<file path="src/sv/kip_pkg.sv">
package kip_pkg;

	// register indexes of the configuration port
	localparam logic [7:0] REG_LENGTH = 8'd0;
	localparam logic [7:0] REG_SEED   = 8'd1;

	localparam int NUM_OPS  = 36;
	localparam int OP_W     = 6;
	localparam int DIV_W    = 6;

	typedef enum logic [2:0] {
		OP_XS,   // v ^= seed >> sh
		OP_XM,   // v ^= (v & mask) >> sh
		OP_MUL,  // v *= constant
		OP_MULS, // v *= (seed >> 27) | 1
		OP_AND   // v &= mask
	} op_kind_t;

	typedef struct packed {
		op_kind_t    kind;
		logic [5:0]  sh;
		logic [63:0] k;
	} op_t;

	typedef struct packed {
		logic            load;     // take a new index
		logic            zero;     // answer zero, length is zero
		logic            div_step; // one remainder step
		logic            fix;      // wrap remainder into range
		logic            mix;      // run one op of the mix pass
		logic [OP_W-1:0] op_idx;
		logic [1:0]      mul_ph;   // partial product of a 64-bit multiply
	} cmd_t;

	typedef struct packed {
		logic len_zero;
		logic below_len;
	} sts_t;

	function automatic op_t mk(op_kind_t kind, logic [5:0] sh, logic [63:0] k);
		op_t o;
		o.kind = kind;
		o.sh   = sh;
		o.k    = k;
		return o;
	endfunction

	// program of one mix pass, one op per index
	function automatic op_t op_rom(logic [OP_W-1:0] idx);
		op_t o;
		unique case (idx)
			6'd0:  o = mk(OP_XS,   6'd0,  64'd0);
			6'd1:  o = mk(OP_XM,   6'd30, 64'd0);
			6'd2:  o = mk(OP_MUL,  6'd0,  64'hBF58476D1CE4E5B9);
			6'd3:  o = mk(OP_XM,   6'd27, 64'd0);
			6'd4:  o = mk(OP_MUL,  6'd0,  64'h94D049BB133111EB);
			6'd5:  o = mk(OP_XM,   6'd31, 64'd0);
			6'd6:  o = mk(OP_MUL,  6'd0,  64'hBF58476D1CE4E5B9);
			6'd7:  o = mk(OP_XS,   6'd32, 64'd0);
			6'd8:  o = mk(OP_AND,  6'd0,  64'd0);
			6'd9:  o = mk(OP_MUL,  6'd0,  64'h00000000ED5AD4BB);
			6'd10: o = mk(OP_XS,   6'd48, 64'd0);
			6'd11: o = mk(OP_XM,   6'd7,  64'd0);
			6'd12: o = mk(OP_MUL,  6'd0,  64'h0000000000002993);
			6'd13: o = mk(OP_XM,   6'd5,  64'd0);
			6'd14: o = mk(OP_MUL,  6'd0,  64'h000000000000E877);
			6'd15: o = mk(OP_XM,   6'd9,  64'd0);
			6'd16: o = mk(OP_MUL,  6'd0,  64'h0000000000000235);
			6'd17: o = mk(OP_XM,   6'd10, 64'd0);
			6'd18: o = mk(OP_XS,   6'd0,  64'd0);
			6'd19: o = mk(OP_MUL,  6'd0,  64'h00000000E170893D);
			6'd20: o = mk(OP_XS,   6'd16, 64'd0);
			6'd21: o = mk(OP_XM,   6'd4,  64'd0);
			6'd22: o = mk(OP_XS,   6'd8,  64'd0);
			6'd23: o = mk(OP_MUL,  6'd0,  64'h000000000929EB3F);
			6'd24: o = mk(OP_XS,   6'd23, 64'd0);
			6'd25: o = mk(OP_XM,   6'd1,  64'd0);
			6'd26: o = mk(OP_MULS, 6'd0,  64'd0);
			6'd27: o = mk(OP_MUL,  6'd0,  64'h000000006935FA69);
			6'd28: o = mk(OP_XM,   6'd11, 64'd0);
			6'd29: o = mk(OP_MUL,  6'd0,  64'h0000000074DCB303);
			6'd30: o = mk(OP_XM,   6'd2,  64'd0);
			6'd31: o = mk(OP_MUL,  6'd0,  64'h000000009E501CC3);
			6'd32: o = mk(OP_XM,   6'd2,  64'd0);
			6'd33: o = mk(OP_MUL,  6'd0,  64'h00000000C860A3DF);
			6'd34: o = mk(OP_AND,  6'd0,  64'd0);
			6'd35: o = mk(OP_XM,   6'd5,  64'd0);
			default: o = mk(OP_AND, 6'd0, 64'd0);
		endcase
		return o;
	endfunction

endpackage

</file>
<file path="src/sv/kip_ctrl.sv">
module kip_ctrl (
	input  logic          clk,
	input  logic          arst_n,
	input  logic          start,
	output logic          busy,
	output logic          done,
	output kip_pkg::cmd_t cmd,
	input  kip_pkg::sts_t sts
);

	typedef enum logic [4:0] {
		ST_IDLE = 5'b00001,
		ST_DIV  = 5'b00010,
		ST_FIX  = 5'b00100,
		ST_MIX  = 5'b01000,
		ST_DONE = 5'b10000
	} state_t;

	localparam logic [kip_pkg::OP_W-1:0] LastOp = kip_pkg::OP_W'(kip_pkg::NUM_OPS - 1);

	state_t                      state_q;
	logic [kip_pkg::DIV_W-1:0]   div_q;
	logic [kip_pkg::OP_W-1:0]    op_q;
	logic [1:0]                  ph_q;
	logic                        chk_q;
	kip_pkg::op_t                op;
	logic                        is_mul;
	logic                        op_end;

	assign op     = kip_pkg::op_rom(op_q);
	assign is_mul = (op.kind == kip_pkg::OP_MUL) || (op.kind == kip_pkg::OP_MULS);
	assign op_end = !is_mul || (ph_q == 2'd2);

	assign busy = (state_q != ST_IDLE);
	assign done = (state_q == ST_DONE);

	always_comb begin
		cmd          = '0;
		cmd.load     = (state_q == ST_IDLE) && start;
		cmd.zero     = (state_q == ST_IDLE) && start && sts.len_zero;
		cmd.div_step = (state_q == ST_DIV);
		cmd.fix      = (state_q == ST_FIX);
		cmd.mix      = (state_q == ST_MIX) && !chk_q;
		cmd.op_idx   = op_q;
		cmd.mul_ph   = ph_q;
	end

	// sequence: remainder, wrap, mix passes until in range
	always_ff @(posedge clk or negedge arst_n) begin
		if (!arst_n) begin
			state_q <= ST_IDLE;
			div_q   <= '0;
			op_q    <= '0;
			ph_q    <= 2'd0;
			chk_q   <= 1'b0;
		end else begin
			unique case (state_q)
				ST_IDLE: begin
					if (start) begin
						div_q   <= '0;
						state_q <= sts.len_zero ? ST_DONE : ST_DIV;
					end
				end
				ST_DIV: begin
					div_q <= div_q + kip_pkg::DIV_W'(1);
					if (&div_q) begin
						state_q <= ST_FIX;
					end
				end
				ST_FIX: begin
					op_q    <= '0;
					ph_q    <= 2'd0;
					chk_q   <= 1'b0;
					state_q <= ST_MIX;
				end
				ST_MIX: begin
					if (chk_q) begin
						// walk again while the value is out of range
						chk_q <= 1'b0;
						op_q  <= '0;
						if (sts.below_len) begin
							state_q <= ST_DONE;
						end
					end else if (op_end) begin
						ph_q <= 2'd0;
						if (op_q == LastOp) begin
							chk_q <= 1'b1;
						end else begin
							op_q <= op_q + kip_pkg::OP_W'(1);
						end
					end else begin
						ph_q <= ph_q + 2'd1;
					end
				end
				ST_DONE: begin
					state_q <= ST_IDLE;
				end
				default: state_q <= ST_IDLE;
			endcase
		end
	end

endmodule
</file>
<file path="config.mk">
export PLATFORM = sky130hd
export DESIGN_NAME = kip_ctrl
export DESIGN_NICKNAME = d
export VERILOG_FILES = /design/src/sv/kip_pkg.sv /design/src/sv/kip_ctrl.sv
export SDC_FILE = /design/constraint.sdc
export NUM_CORES = 1
export LEC_CHECK = 0
export ABC_AREA = 0
export BUFFER_PORTS_ARGS = -buffer_cell sky130_fd_sc_hd__buf_4
export CAP_MARGIN = 20
export CORE_ASPECT_RATIO = 2
export CORE_MARGIN = 3
export CORE_UTILIZATION = 35
export DETAILED_ROUTE_END_ITERATION = 10
export PLACE_DENSITY = 0.63
export SLEW_MARGIN = 20
export SYNTH_ARGS = -nofsm -noshare
export SYNTH_HDL_FRONTEND = slang
export SYNTH_MEMORY_MAX_BITS = 65536
export SYNTH_SLANG_ARGS = --single-unit
</file>
<file path="constraint.sdc">
create_clock -name clk -period 3.47 [get_ports clk]
set_input_delay 0.694 -clock clk [delete_from_list [all_inputs] [get_ports clk]]
set_output_delay 0.694 -clock clk [all_outputs]
set_load 0.01 [all_outputs]
</file>
[Yosys cells after proc, flatten, opt, wreduce, memory -nomap -nowiden]
Memory sizes are Yosys's and may differ from the RTL's.
Index checks and enable logic that the tools add are counted.
Operators by class
  add/sub/neg operators: 3
  multiplexer cells: 19
  reduce and logical (&&, ||, !) cells: 14
  eq/ne operators: 17
Operator list (count)
  5-bit two-way mux: 5
  6-bit two-way mux: 4
  6-bit one-hot mux with 2 select lines: 2
  5-bit one-hot mux with 4 select lines: 1
  6-bit by 1-bit adder with 6-bit output (second input constant): 2
  2-bit != test (second input constant): 4
  3-bit by 2-bit == test with 1-bit output (second input constant): 2
  6-bit == test (second input constant): 1
  3-bit != test (second input constant): 2
  6-bit AND reduction: 1
  5-bit by 1-bit == test with 1-bit output (second input constant): 1
  5-bit by 2-bit == test with 1-bit output (second input constant): 1
  5-bit by 3-bit == test with 1-bit output (second input constant): 1
  5-bit by 4-bit == test with 1-bit output (second input constant): 1
  5-bit == test (second input constant): 1
  5-bit by 1-bit != test with 1-bit output (second input constant): 1
  2-bit two-way mux: 2
  2-bit one-hot mux with 2 select lines: 1
  2-bit AND reduction: 2
  4-bit AND reduction: 1
  2-bit nonzero test: 2
  1-bit logical AND: 3
  1-bit two-way mux: 3
  3-bit AND reduction: 1
  6 further kinds: 8
Storage, ports and cells
  output and inout bits: 15
  logic and storage cells: 59
  register bits after elaboration: 20
  memories: 1
  ROM bits: 4160
  bits of input ports: 5
Memory list
  (name not given): depth 64, width 65, rd ports 1, clocked after Yosys merged registers in 0, write ports 0, line kip_pkg.sv:51  | unique case (idx)

[Longest topological paths before layout]
An unclocked memory read counts as a cell.
  depth after elaboration: 8
  depth in mapped cells: 8
  gate-level depth less buffers: 7

[Worst setup path after synthesis]
Ideal clock, no wire load.
  path kind: register to output
  start: reg state_q[1]
  end: out cmd[11] (netlist name)
  arrival: 1.430 ns
  path buffers: 0
  data required time: 2.776 ns
  slack: 1.346 ns
  cell stages (with the launch flop): 4
  path through: dfrtp_1 > or2_2 > nor4b_1 > and3_1
RTL lines
  from (decl): line kip_ctrl.sv:21  | state_t state_q;
  from (signal assigned): line kip_ctrl.sv:61  | state_q <= sts.len_zero ? ST_DONE : ST_DIV;
  to (decl): line kip_ctrl.sv:7  | output kip_pkg::cmd_t cmd,

[Worst setup path after layout]
  start: reg state_q[1]
  end: out busy
On the way
  cells in the longest elaborated chain, start to end: 1
RTL lines
  5-bit by 1-bit != test with 1-bit output: line kip_ctrl.sv:34  | assign busy = (state_q != ST_IDLE);
  to (decl): line kip_ctrl.sv:5  | output logic busy,
No other way between the ends.

==> results <==
- After clock tree synthesis, the setup repair step added 0 buffers.
- The filler cell count in the final layout is 354.
- The die width is 48.5 um.
- The placed wire-length estimate is 2320 um.
- The relative slew slack is 51.5%.
- CTS built an H-tree with a depth of 1.
- TritonCTS created 3 clock buffers.
- After detailed routing, the average wire length per cell comes to 14.1 um.
- The startpoint type of the worst setup path is a flop.
- Counting both buffers and inverters, the worst setup path holds a total of 2.
- For this run the aggregate overflow at the end of global routing stands at 0.
- The number of gates given a new drive strength after cts is 0.
- For the pin with the worst max-slew slack, the measured transition is 717 ps.
- The via count of the first global-routing pass is 1192.
- The number of pins with negative max-slew slack in the final report is 0.
- The async set-or-reset flop fraction in the synthesized netlist is 100%.
- In the routed design, unresolved DRC markers number 0.
- The area taken by multi-input logic gates is 703 sq um.
- The number of nets handed over by synthesis was 151.
- The flow ran to the end, and the final reports show no timing, DRC or antenna violations.
- STA classifies the critical path endpoint as an output port.
- In the post-synthesis netlist, the biggest area contributors are dfrtp_1 (38%), ha_1 (6.9%), o21ai_0 (4.8%).
- The most frequent cell after synthesis is dfrtp_1.
- Yosys mapped a number of flops with a built-in enable equal to 0.
- In this run, post-CTS hold repair placed 0 buffers.
- The count of antenna diodes in the layout is 0.
- The clock reaches the later pin of the worst-skew pair after 260 ps.
- Before antenna repair, the detailed router went through 4 iterations.
- Of all nets on the critical path, the largest fanout is 5.
- The area growth from synthesis to final layout is 19.3%.
- The die is 91.0 um tall.
- In this run the critical register-to-register path is launched from state_q[1].
- The area taken by flip-flops and latches is 502 sq um.
- The commonest cells after synthesis are dfrtp_1 (19), nand2_1 (12), o21ai_0 (12), inv_1 (10), nor2_1 (9).
- The number of placed instances, taps included, is 204.
- IR analysis of the VDD net gives a maximum drop of 361 uV.
- The wire length of the first global-routing pass is 5100 um.
- Static timing analysis puts the maximum clock frequency at 364 MHz.
- The synthesized flop and latch total is 20.
- Counting distinct cell types in the post-synthesis netlist gives 41.
- The class of the most critical hold timing path is in -> async.
- The final standard cell utilization of the core is 44.1%.
- The overall die area is 0.00441 sq mm.
- The worst register-to-register path has a depth of 5.
- The cell class contributing the biggest share of worst-path delay is simple AND/OR/NAND/NOR gates.
- The number of hold-slack violations in the final timing report is 0.
- The highest-delay cell along the critical path is nor4b_1.
- The initial core utilization is 37.0%.
- The max-cap violation count is 0.
- Clock-pin slew was measured on the worst setup and hold paths at 70 ps.
- The post-synthesis cell area is 0.00126 sq mm.
- Of the synthesized area, sequential elements account for 39.7%.
- Walking the worst path, the cells encountered are or2_2 > nor4b_1 > inv_1 > buf_4.
- The Yosys step of the flow raised 0 warnings.
- The post-synthesis instance total is 139.
- In this run the critical register-to-register path is captured at div_q[5].
- The root buffer cell is clkbuf_8.
- The maximum number of pins on one net before global-route repair is 21.
- The ratio of total power to cell area is 518 mW/mm^2.
- For this run, the total global-route usage over all layers was measured as 14.4%.
- Using the TritonRoute via totals, the vias-per-cell ratio works out to 5.57.
- The final net count is 173.
- The count of input and output buffers is 19.
- In the final timing run, aggregate negative setup slack is 0 ps.
- The total setup violations reported at the end of the flow is 0.
- In this run the static leakage power is 0.660 nW.
- The required arrival time at the worst endpoint is 2780 ps.
- The area share of the largest cell type after synthesis is 37.6%.
- The critical path is of the reg -> out type.
- Setup repair after global routing left no endpoint under its margin.
- The violation count after the first detailed-route iteration is 26.
- The overall routed net length is 2930 um.
- The initial antenna violation count came to 0.
- The maximum buffer depth of the clock tree is 2.
- The top-level I/O count is 20.
- The largest area contributor in the netlist is dfrtp_1.
- Data on the critical path arrives at its endpoint at 2050 ps.
- For this design, the sink count on the clock tree is 20.
- The detail route stage leaves a number of antenna-violating nets equal to 0.
- In the final layout, the share of cells above drive strength 1 is 19.4%.
- In this design, the stage delay of the slowest critical-path cell is 610 ps.
- The predominant post-synthesis flop cell is dfrtp_1.
- The floorplan step defined a core boundary enclosing 0.00342 sq mm.
- The routability congestion estimate is 0.819.
- The number of cell rows is 30.
- The worst path in the final design needs a cycle of 2750 ps, including I/O delays and setup.
- The total via count after detailed routing is 1158.
- After layout, the worst path uses 79.2% of the clock period.
- The clock tree from TritonCTS is built.
- The register-to-register setup slack is 1290 ps.
- Dividing the synthesized area by the synthesized cell count gives 9.09 sq um.
- The clock arrives with 2.33 ps of skew.
- Leaving out filler cells and counting taps, the final layout contains 208.
==> stage by stage <==
step,instance area (sq um),worst slack (ps),hold slack [ps],total power [mW]
after floorplan,1260,1350,398,0.504
after global placement,1450,1190,474,0.596
after detailed placement,1450,1070,502,0.608
after CTS,1510,776,305,0.787
after global routing,1510,596,315,0.836
final,1510,721,298,0.781
==> how the worst max path moves through the flow <==
| stage | startpoint | to | slack (ps) | depth (start not counted) |
|---|---|---|---|---|
| 2_1_floorplan | state_q[1] | cmd[11] | 1350 | 3 |
| 3_3_place_gp | state_q[1] | busy | 1190 | 4 |
| 3_5_place_dp | state_q[1] | busy | 1070 | 4 |
| 4_1_cts | state_q[1] | busy | 780 | 4 |
| 5_1_grt | state_q[1] | busy | 600 | 4 |
| 6_report | state_q[1] | busy | 720 | 4 |
==> state kept, by name (all words and copies together) (netlist names) <==
| signal | count |
|---|---|
| state_q | 5 |
| ph_q | 2 |
| chk_q | 1 |
| op_q | 6 |
| div_q | 6 |
==> kinds of logic (layout without fill, tap and decap cells) <==
group	Yosys count	after routing	share of synthesized area [%]
DFF	20	20	39.7
xor gates and xnor gates	1	1	0.693
adders and majority gates	7	7	6.93
buffers and inverters	13	34	4.65
and+or+nand+nor	57	57	24.9
AOI/OAI and AO/OA	40	40	22.4
muxes	1	1	0.792
==> power breakdown <==
group	internal [mW]	total, mW	leakage (nW)	switching, mW
Combinational	0.122	0.285	0.359	0.163
Sequential	0.273	0.318	0.272	0.0449
Clock	0.101	0.177	0.0288	0.0764
==> layout by cell type, fill, tap and decap left out, types with 2 or more instances in the layout <==
master	instances
a21oi_1	7
nand2_1	12
nand4_1	2
nor4b_1	3
dfrtp_1	19
clkbuf_8	4
or2_2	2
o31ai_1	7
or3_1	2
or4_1	3
o41ai_1	2
nor2_1	9
inv_1	10
buf_4	20
o211ai_1	2
ha_1	7
nor3_1	3
nand3_1	6
nand2b_1	5
and3_1	2
nor2b_1	2
o21ai_0	12
==> worst register-to-register path, stage by stage (launching register included) <==
cell     delay (ps)
dfrtp_1         420
or2_2           320
nor4b_1         610
a21oi_1         320
o21ai_0         270
o41ai_1         120
==> layout make-up <==
type / count / area share [%]
timing repair buffer: 20 / 9.96
inverter: 10 / 2.49
multi-input combinational: 106 / 46.6
tap: 48 / 3.98
clock buffer: 4 / 3.65
sequential: 20 / 33.3
==> routing by layer <==
layer  up-vias  share of wire, %  GRT usage, %
met5         -                 0             0
met4         0               2.7          7.84
met3         7               3.7          2.13
met2        34                54          27.6
met1       564                39          14.4
li1        553                 -             -
Power figures use the tool's default switching activity.
