**src/sv/kip_pkg.sv**
```systemverilog
package kip_pkg;

	// register indexes of the configuration port
	localparam logic [7:0] REG_LENGTH = 8'd0;
	localparam logic [7:0] REG_SEED   = 8'd1;

	localparam int NUM_OPS  = 36;
	localparam int OP_W     = 6;
	localparam int DIV_W    = 6;

	typedef enum logic [2:0] {
		OP_XS,   // v ^= seed >> sh
		OP_XM,   // v ^= (v & mask) >> sh
		OP_MUL,  // v *= constant
		OP_MULS, // v *= (seed >> 27) | 1
		OP_AND   // v &= mask
	} op_kind_t;

	typedef struct packed {
		op_kind_t    kind;
		logic [5:0]  sh;
		logic [63:0] k;
	} op_t;

	typedef struct packed {
		logic            load;     // take a new index
		logic            zero;     // answer zero, length is zero
		logic            div_step; // one remainder step
		logic            fix;      // wrap remainder into range
		logic            mix;      // run one op of the mix pass
		logic [OP_W-1:0] op_idx;
		logic [1:0]      mul_ph;   // partial product of a 64-bit multiply
	} cmd_t;

	typedef struct packed {
		logic len_zero;
		logic below_len;
	} sts_t;

	function automatic op_t mk(op_kind_t kind, logic [5:0] sh, logic [63:0] k);
		op_t o;
		o.kind = kind;
		o.sh   = sh;
		o.k    = k;
		return o;
	endfunction

	// program of one mix pass, one op per index
	function automatic op_t op_rom(logic [OP_W-1:0] idx);
		op_t o;
		unique case (idx)
			6'd0:  o = mk(OP_XS,   6'd0,  64'd0);
			6'd1:  o = mk(OP_XM,   6'd30, 64'd0);
			6'd2:  o = mk(OP_MUL,  6'd0,  64'hBF58476D1CE4E5B9);
			6'd3:  o = mk(OP_XM,   6'd27, 64'd0);
			6'd4:  o = mk(OP_MUL,  6'd0,  64'h94D049BB133111EB);
			6'd5:  o = mk(OP_XM,   6'd31, 64'd0);
			6'd6:  o = mk(OP_MUL,  6'd0,  64'hBF58476D1CE4E5B9);
			6'd7:  o = mk(OP_XS,   6'd32, 64'd0);
			6'd8:  o = mk(OP_AND,  6'd0,  64'd0);
			6'd9:  o = mk(OP_MUL,  6'd0,  64'h00000000ED5AD4BB);
			6'd10: o = mk(OP_XS,   6'd48, 64'd0);
			6'd11: o = mk(OP_XM,   6'd7,  64'd0);
			6'd12: o = mk(OP_MUL,  6'd0,  64'h0000000000002993);
			6'd13: o = mk(OP_XM,   6'd5,  64'd0);
			6'd14: o = mk(OP_MUL,  6'd0,  64'h000000000000E877);
			6'd15: o = mk(OP_XM,   6'd9,  64'd0);
			6'd16: o = mk(OP_MUL,  6'd0,  64'h0000000000000235);
			6'd17: o = mk(OP_XM,   6'd10, 64'd0);
			6'd18: o = mk(OP_XS,   6'd0,  64'd0);
			6'd19: o = mk(OP_MUL,  6'd0,  64'h00000000E170893D);
			6'd20: o = mk(OP_XS,   6'd16, 64'd0);
			6'd21: o = mk(OP_XM,   6'd4,  64'd0);
			6'd22: o = mk(OP_XS,   6'd8,  64'd0);
			6'd23: o = mk(OP_MUL,  6'd0,  64'h000000000929EB3F);
			6'd24: o = mk(OP_XS,   6'd23, 64'd0);
			6'd25: o = mk(OP_XM,   6'd1,  64'd0);
			6'd26: o = mk(OP_MULS, 6'd0,  64'd0);
			6'd27: o = mk(OP_MUL,  6'd0,  64'h000000006935FA69);
			6'd28: o = mk(OP_XM,   6'd11, 64'd0);
			6'd29: o = mk(OP_MUL,  6'd0,  64'h0000000074DCB303);
			6'd30: o = mk(OP_XM,   6'd2,  64'd0);
			6'd31: o = mk(OP_MUL,  6'd0,  64'h000000009E501CC3);
			6'd32: o = mk(OP_XM,   6'd2,  64'd0);
			6'd33: o = mk(OP_MUL,  6'd0,  64'h00000000C860A3DF);
			6'd34: o = mk(OP_AND,  6'd0,  64'd0);
			6'd35: o = mk(OP_XM,   6'd5,  64'd0);
			default: o = mk(OP_AND, 6'd0, 64'd0);
		endcase
		return o;
	endfunction

endpackage

```
**src/sv/kip_dp.sv**
```systemverilog
module kip_dp (
	input  logic               clk,
	input  logic               arst_n,
	input  kip_pkg::cmd_t      cmd,
	output kip_pkg::sts_t      sts,
	input  logic signed [63:0] source_index,
	input  logic               cfg_we,
	input  logic [7:0]         cfg_index,
	input  logic [63:0]        cfg_data,
	output logic [62:0]        permuted_index
);

	logic [62:0] len_q;
	logic [63:0] seed_q;
	logic [62:0] mask_q;
	logic [63:0] v_q;
	logic [63:0] rem_q;
	logic [63:0] dvd_q;
	logic        neg_q;
	logic [63:0] acc_q;

	kip_pkg::op_t op;
	logic [63:0] len_w;
	logic [63:0] mask_w;
	logic [63:0] trial;
	logic [63:0] mul_b;
	logic [31:0] mul_x;
	logic [31:0] mul_y;
	logic [63:0] prod;
	logic [63:0] v_nxt;

	function automatic logic [62:0] make_mask(logic [62:0] len);
		logic [62:0] m;
		m = len - 63'd1;
		m = m | (m >> 1);
		m = m | (m >> 2);
		m = m | (m >> 4);
		m = m | (m >> 8);
		m = m | (m >> 16);
		m = m | (m >> 32);
		return (len == 63'd0) ? 63'd0 : m;
	endfunction

	assign len_w  = {1'b0, len_q};
	assign mask_w = {1'b0, mask_q};
	assign op     = kip_pkg::op_rom(cmd.op_idx);
	assign trial  = {rem_q[62:0], dvd_q[63]};

	assign sts.len_zero  = (len_q == 63'd0);
	assign sts.below_len = (v_q < len_w);
	assign permuted_index = v_q[62:0];

	// pick one 32x32 partial product per cycle
	always_comb begin
		mul_b = (op.kind == kip_pkg::OP_MULS) ? ((seed_q >> 27) | 64'd1) : op.k;
		unique case (cmd.mul_ph)
			2'd0:    begin mul_x = v_q[31:0];  mul_y = mul_b[31:0];  end
			2'd1:    begin mul_x = v_q[63:32]; mul_y = mul_b[31:0];  end
			default: begin mul_x = v_q[31:0];  mul_y = mul_b[63:32]; end
		endcase
		prod = {32'd0, mul_x} * {32'd0, mul_y};
	end

	// result of one non-multiply op
	always_comb begin
		unique case (op.kind)
			kip_pkg::OP_XS:  v_nxt = v_q ^ (seed_q >> op.sh);
			kip_pkg::OP_XM:  v_nxt = v_q ^ ((v_q & mask_w) >> op.sh);
			kip_pkg::OP_AND: v_nxt = v_q & mask_w;
			default:         v_nxt = v_q;
		endcase
	end

	// configuration registers
	always_ff @(posedge clk or negedge arst_n) begin
		if (!arst_n) begin
			len_q  <= 63'd1;
			seed_q <= 64'd0;
			mask_q <= 63'd0;
		end else if (cfg_we) begin
			if (cfg_index == kip_pkg::REG_LENGTH) begin
				len_q  <= cfg_data[62:0];
				mask_q <= make_mask(cfg_data[62:0]);
			end else if (cfg_index == kip_pkg::REG_SEED) begin
				seed_q <= cfg_data;
			end
		end
	end

	// working value, remainder and multiply accumulator
	always_ff @(posedge clk) begin
		if (cmd.load) begin
			neg_q <= source_index[63];
			dvd_q <= source_index[63] ? (64'd0 - source_index) : source_index;
			rem_q <= 64'd0;
		end else if (cmd.div_step) begin
			rem_q <= (trial >= len_w) ? (trial - len_w) : trial;
			dvd_q <= {dvd_q[62:0], 1'b0};
		end

		if (cmd.zero) begin
			v_q <= 64'd0;
		end else if (cmd.fix) begin
			v_q <= (neg_q && rem_q != 64'd0) ? (len_w - rem_q) : rem_q;
		end else if (cmd.mix) begin
			if (op.kind == kip_pkg::OP_MUL || op.kind == kip_pkg::OP_MULS) begin
				unique case (cmd.mul_ph)
					2'd0:    acc_q <= prod;
					2'd1:    acc_q <= {acc_q[63:32] + prod[31:0], acc_q[31:0]};
					default: v_q   <= {acc_q[63:32] + prod[31:0], acc_q[31:0]};
				endcase
			end else begin
				v_q <= v_nxt;
			end
		end
	end

endmodule

```
**config.mk**
```make
export PLATFORM = sky130hd
export DESIGN_NAME = kip_dp
export DESIGN_NICKNAME = d
export VERILOG_FILES = /design/src/sv/kip_pkg.sv /design/src/sv/kip_dp.sv
export SDC_FILE = /design/constraint.sdc
export NUM_CORES = 2
export LEC_CHECK = 0
export BUFFER_PORTS_ARGS = -buffer_cell sky130_fd_sc_hd__buf_2
export CAP_MARGIN = 0
export CORE_ASPECT_RATIO = 1.4
export CORE_MARGIN = 1
export CORE_UTILIZATION = 55
export CTS_CLUSTER_DIAMETER = 100
export DETAILED_ROUTE_END_ITERATION = 16
export PLACE_DENSITY = 0.69
export SYNTH_ARGS = -nofsm -noshare
export SYNTH_HDL_FRONTEND = slang
export SYNTH_MEMORY_MAX_BITS = 65536
export SYNTH_SLANG_ARGS = --single-unit
```
**constraint.sdc**
```tcl
create_clock -name clk -period 22.6 [get_ports clk]
set_clock_uncertainty 0.15 [all_clocks]
set_input_delay 2.26 -clock clk [delete_from_list [all_inputs] [get_ports clk]]
set_output_delay 2.26 -clock clk [all_outputs]
set_load 0.02 [all_outputs]
```
-- Word level (Yosys, flattened, before mapping)
Memories as Yosys holds them, arrays and structs flattened.
Index checks and enable logic that the tools add are counted.
- word-level logic and storage cells: 73
- output and inout bits: 65
- bits in registers: 447
- input bits: 152
- bits in read-only memories: 4160
- memories: 1
- memory list (name ; words ; width ; rd ports ; clocked after memory_dff ; write ports ; RTL line ; text):
    (no name shown) ; 64 ; 65 ; 1 ; 0 ; 0 ; kip_pkg.sv:51 ; unique case (idx)
- add/sub/neg operators: 5
- $mul: 1
- shifts and indexed selects: 2
- reduce and logical (&&, ||, !) cells: 18
- bitwise logic cells: 13
- multiplexer cells: 15
- eq/ne operators: 7
- $lt $le $gt $ge: 2
- operators by type and width (kind ; count):
    $mux W64 ; 10
    $pmux W64 S3 ; 1
    $pmux W64 S2 ; 1
    $shr A64 B6 Y64 ; 2
    $xor A64 B64 Y64 ; 2
    $logic_not A63 Y1 ; 2
    $and A64 B63 Y64 ; 1
    $ge A64 B63 Y1 ; 1
    $lt A64 B63 Y1 ; 1
    $mul A32 B32 Y64 ; 1
    $mux W32 ; 2
    $reduce_bool A64 Y1 ; 1
    $sub A1 B64 Y64 const A ; 1
    $sub A63 B64 Y64 ; 1
    $sub A64 B63 Y64 ; 1
    $mux W63 ; 1
    $or A63 B31 Y63 ; 1
    $or A63 B47 Y63 ; 1
    $or A63 B55 Y63 ; 1
    $or A63 B59 Y63 ; 1
    $or A63 B61 Y63 ; 1
    $or A63 B62 Y63 ; 1
    $sub A63 B1 Y63 const B ; 1
    $add A32 B32 Y32 ; 1
    19 further kinds ; 26

-- Longest topological paths before layout
An unclocked memory read counts as a cell.
- depth in word-level cells: 10
- mapped depth: 55
- gate-level depth less buffers: 49

-- Worst setup path before layout
Ideal clock, no wire load.
- kind: input port to flip-flop
- start: input cmd[2] (netlist name)
- end: register v_q[62]
- path buffers: 7
- data required time: 22370 ps
- data arrival time: 13779 ps
- slack: 8591 ps
- cell stages on the path: 54
- setup time: 80 ps
- path through: clkbuf_1 -> inv_1 -> ha_1 -> clkbuf_1 -> nand2b_1 -> a211oi_1 -> o41a_1 -> clkbuf_1 -> clkbuf_1 -> and2_1 -> nand2_1 -> clkbuf_1 -> buf_1 -> nor2_1 -> a31oi_1 -> o21ai_1 -> clkbuf_1 -> nor2_1 -> [18 not listed] -> o2111ai_1 -> and3_1 -> o21a_1 -> nor2_1 -> xnor2_1 -> ha_1 -> a21o_1 -> a21o_1 -> a21oi_1 -> o21ai_0 -> a21o_1 -> a32o_1 -> o41a_1 -> a21o_1 -> a21oi_1 -> xnor2_1 -> o211ai_1 -> nor3b_1
- longest elaborated chain between the ends: 10
- elaborated cells on any way between the ends: 23
- those cells by class: add/sub (1); mul (1); eq/ne (5); shift (2); mux (7); bitwise (2); reduce/logical (4); memory (1)
- RTL lines (element ; RTL line ; text):
    start: declaration ; kip_dp.sv:4 ; input kip_pkg::cmd_t cmd,
    $mem_v2 Z64 W65 (*) ; - ;
    $eq A3 B2 Y1 ; kip_dp.sv:55, kip_dp.sv:106 ;
    $mux W64 ; kip_dp.sv:55 ; mul_b = (op.kind == kip_pkg::OP_MULS) ? ((seed_q >> 27) | 64'd1) : op.k;
    $mux W32 ; kip_dp.sv:56 ; unique case (cmd.mul_ph)
    $mul A32 B32 Y64 ; kip_dp.sv:61 ; prod = {32'd0, mul_x} * {32'd0, mul_y};
    $add A32 B32 Y32 ; kip_dp.sv:110 ; default: v_q <= {acc_q[63:32] + prod[31:0], acc_q[31:0]};
    $mux W64 ; kip_dp.sv:107 ; unique case (cmd.mul_ph)
    $mux W64 ; kip_dp.sv:106 ; if (op.kind == kip_pkg::OP_MUL || op.kind == kip_pkg::OP_MULS) begin
    $mux W64 ; kip_dp.sv:105 ; end else if (cmd.mix) begin
    $mux W64 ; kip_dp.sv:103 ; end else if (cmd.fix) begin
    end signal: assignment ; kip_dp.sv:104 ; v_q <= (neg_q && rem_q != 64'd0) ? (len_w - rem_q) : rem_q;
    end signal: assignment ; kip_dp.sv:110 ;
    end signal: assignment ; kip_dp.sv:113 ; v_q <= v_nxt;
    end: declaration ; kip_dp.sv:16 ; logic [63:0] v_q;
Mark *: on every way between the ends. The rest lies on a longest branch, timed or not. The select of a mux whose other input is x is not followed.
A chain may end at the register's enable or synchronous reset.

-- Final worst setup path
Ends and elaborated chain as after synthesis.

==> flow_summary.ini <==
[synth]
yosysWarnings = 0
synth_top_flop_cell = dfrtp_1
async_reset_ff_frac = 0.425
netlist_area_um2 = 74100
syn_nets = 10700
synth_enable_flop_cells = 129
synth_cells = 9185
ys_ff_latch = 447
synth_cell_type_count = 97
ys_seq_area_frac = 0.151
syn_area_per_cell_um2 = 8.07

[clocking]
tritoncts = yes
ctsResizeCount = 0
ctsHoldBuffers = 0
htreeDepth = 2
insertion_delay_ns = 0.69
cts_setup_buffers = 0
numClockSinks = 447
clk_pin_slew_ns = 0.07
cts_buffers = 48
cts.path.max_buffers = 3
root_buffer = clkbuf_16

[drt]
vias = 74600
drcViolationCount = 0
drt_pass1_iterations = 9
drt_wl_total_um = 361000
wire_per_inst_um = 33.0
first_iter_violations = 9509
viasPerCell = 6.82
drtAntennaViolNets = 0

[outcome]
status = complete, but fails checks
violations = capacitance limit, slew limit

[floorplan]
ios = 217
core.rowCount = 159
dieArea_um2 = 136000
die_h_um = 436
start_util = 0.554
core_area_um2 = 134000
dieWidth_um = 312

[sta]
period_needed_ns = 15.34
max-slew-margin-rel = -0.102
fmax_ghz = 0.0652
finalCritPeriodShare = 0.679
hold_viol = 0
slew_violations = 24
rsz0062_at_grt = false
tightestPinTransition_ns = 1.61
tns_ns = 0
setup_viol = 0

[grt]
grt_usage = 0.527
grt_max_degree = 97
grt_overflow = 0
antenna_found_initial = 50
grt_pass1_wl_um = 516000
grt_pass1_vias = 73700

[power]
p_leak_nw = 35.8
peakVddDrop_mv = 0.204
powerDensity_nw_per_um2 = 106
p_total_mw = 8.32

[cells_and_area]
syn_to_final_growth_pct = 6.30
fill_cells = 12400
layout-drive-gt1-share = 0.0810
fin_nets = 10600
multi_input_area_um2 = 56500
seqCellArea_um2 = 11200

[worst_setup_path]
setup.worst_path.start = cmd[2]
rr_worst_depth = 38
arrival_ns = 15.78
critPathMostFrequentCell = inv_1
path_class = in2reg
endpoint = v_q[62]$_SDFFE_PP0P_
max_stage_delay_ns = 0.73
r2r_end = v_q[62]$_SDFFE_PP0P_
cp_slowest_cell = a211oi_1
endpoint_kind = flip-flop
r2r_setup_slack_ns = 11.66
path_max_fanout = 47
worstReg2RegStart = seed_q[35]$_DFFE_PN0P_
critPathRequiredTime_ns = 23.03
critPathLaunchType = primary input

[flow_run]
cap_violations = 8

[min_path]
hp-class = reg2reg
hold_start = mask_q[13]$_DFFE_PN0P_

[placed_design]
portBuffers = 216
place_congestion = 1.16
dp_hpwl_um = 280000
synth_stat cells (25+ instances only):
| master | instances | area share |
|---|---|---|
| o21a_1 | 47 | 0.0048 |
| dfrtp_1 | 189 | 0.064 |
| nand2b_1 | 88 | 0.0074 |
| nor2_1 | 890 | 0.045 |
| clkbuf_1 | 479 | 0.024 |
| o31ai_1 | 59 | 0.0060 |
| a22oi_1 | 38 | 0.0038 |
| ha_1 | 492 | 0.083 |
| buf_4 | 64 | 0.0065 |
| a2111oi_0 | 41 | 0.0048 |
| nand2_1 | 1269 | 0.064 |
| and2_1 | 99 | 0.0084 |
| a31oi_1 | 86 | 0.0073 |
| o211ai_1 | 62 | 0.0063 |
| edfxtp_1 | 129 | 0.052 |
| xor2_1 | 152 | 0.018 |
| and3_1 | 48 | 0.0041 |
| nand4_1 | 67 | 0.0057 |
| mux2i_1 | 177 | 0.024 |
| nor2b_1 | 52 | 0.0044 |
| o21ai_0 | 399 | 0.027 |
| fa_1 | 899 | 0.24 |
| o21bai_1 | 35 | 0.0035 |
| o41ai_1 | 25 | 0.0030 |
| xnor2_1 | 157 | 0.019 |
| a211oi_1 | 162 | 0.016 |
| nand3_1 | 123 | 0.0083 |
| nor4_1 | 67 | 0.0057 |
| a21o_1 | 193 | 0.020 |
| o221ai_1 | 31 | 0.0037 |
| inv_1 | 1115 | 0.056 |
| a221oi_1 | 40 | 0.0047 |
| nor3_1 | 167 | 0.011 |
| or3_1 | 29 | 0.0024 |
| dfxtp_1 | 128 | 0.035 |
| mux2_2 | 81 | 0.012 |
| a21oi_1 | 555 | 0.037 |
| o22ai_1 | 33 | 0.0028 |
| buf_1 | 34 | 0.0017 |
sequential cells by signal (all words and copies together) (netlist names):
register and flops:
v_q 64, rem_q 64, acc_q 64, len_q 63
seed_q 64, mask_q 63, dvd_q 64, neg_q 1
stage by stage:
| stage | cell area, um^2 | util | setup slack [ns] | instances | hold WS [ns] |
|---|---|---|---|---|---|
| 2_1_floorplan | 74100 | - | 8.59 | 9185 | 0.281 |
| 3_3_place_gp | 76900 | 0.575 | 7.12 | 10800 | 0.307 |
| 3_5_place_dp | 76900 | 0.575 | 6.91 | 10800 | 0.312 |
| 4_1_cts | 78700 | 0.588 | 7.52 | 10900 | 0.331 |
| 5_1_grt | 78700 | 0.588 | 6.57 | 10900 | 0.352 |
| 6_report | 78800 | 0.589 | 7.26 | 10900 | 0.335 |
area by class of cell:
class | count | share of cell area
Clock buffer | 62 | 0.0177
Clock inverter | 28 | 0.00427
Antenna cell | 43 | 0.00137
Timing Repair Buffer | 447 | 0.0359
Inverter | 1116 | 0.0532
Tap cell | 1771 | 0.0281
Sequential cell | 447 | 0.142
Multi-Input combinational cell | 7020 | 0.717
report_power, final:
part	switching (mW)	internal [mW]	total (mW)	leakage (nW)
Clock	0.410	0.501	0.911	0.854
Combinational	4.18	2.13	6.31	30.3
Sequential	0.113	0.986	1.10	4.61
worst min path at each step:
stage	cells after the start	slack, ns	to
finish	1	0.33	mask_q[13]$_DFFE_PN0P_
global route	1	0.35	mask_q[10]$_DFFE_PN0P_
CTS	1	0.33	mask_q[10]$_DFFE_PN0P_
detailed placement	1	0.31	mask_q[13]$_DFFE_PN0P_
global placement	1	0.31	mask_q[10]$_DFFE_PN0P_
floorplan	2	0.28	mask_q[12]$_DFFE_PN0P_
logic make-up after synthesis:
| group | count (synthesis) | share of synthesized area |
|---|---|---|
| and+or+nand+nor | 3005 | 0.179 |
| AOI/OAI and AO/OA | 2056 | 0.180 |
| buffers and inverters | 1718 | 0.0909 |
| adders and majority gates | 1391 | 0.326 |
| DFF | 447 | 0.151 |
| xor gates and xnor gates | 309 | 0.0365 |
| muxes | 259 | 0.0365 |
critical path, delay by kind of cell:
kind | cells | cell delay (ns)
XOR/XNOR | 2 | 0.38
adder cells (fa/ha/maj) | 11 | 4.62
buffers and inverters | 12 | 2.05
AND/OR/NAND/NOR | 9 | 1.85
AO/OA/AOI/OAI | 19 | 4.56
cells in the final DEF (no fill, tap or decap), types with 38 or more instances in the layout:
master / instances
ha_1: 492
xnor2_1: 157
fa_1: 899
dfrtp_1: 189
nand4_1: 67
inv_1: 1114
o211ai_1: 62
buf_4: 232
a31oi_1: 84
nor3_1: 164
clkbuf_16: 51
nor4_1: 66
nor2b_1: 50
xor2_1: 152
a211oi_1: 160
nand2b_1: 88
buf_2: 213
nand3_1: 122
a22oi_1: 38
nand2_1: 1265
mux2_2: 81
a21o_1: 193
mux2i_1: 164
nor2_1: 881
o21a_1: 46
o21ai_0: 393
o31ai_1: 59
a2111oi_0: 40
a21oi_1: 554
diode_2: 43
a221oi_1: 39
and3_1: 48
dfxtp_1: 128
and2_1: 96
edfxtp_1: 129
metal layers:
| metal | up-vias | global-route usage | wire length (um) |
|---|---|---|---|
| li1 | 30700 | - | - |
| met1 | 36200 | 0.550 | 113000 |
| met3 | 2149 | 0.179 | 41900 |
| met4 | 26 | 0.571 | 50000 |
| met5 | - | 0.00142 | 183 |
| met2 | 5455 | 0.796 | 156000 |
Power figures use the tool's default switching activity.
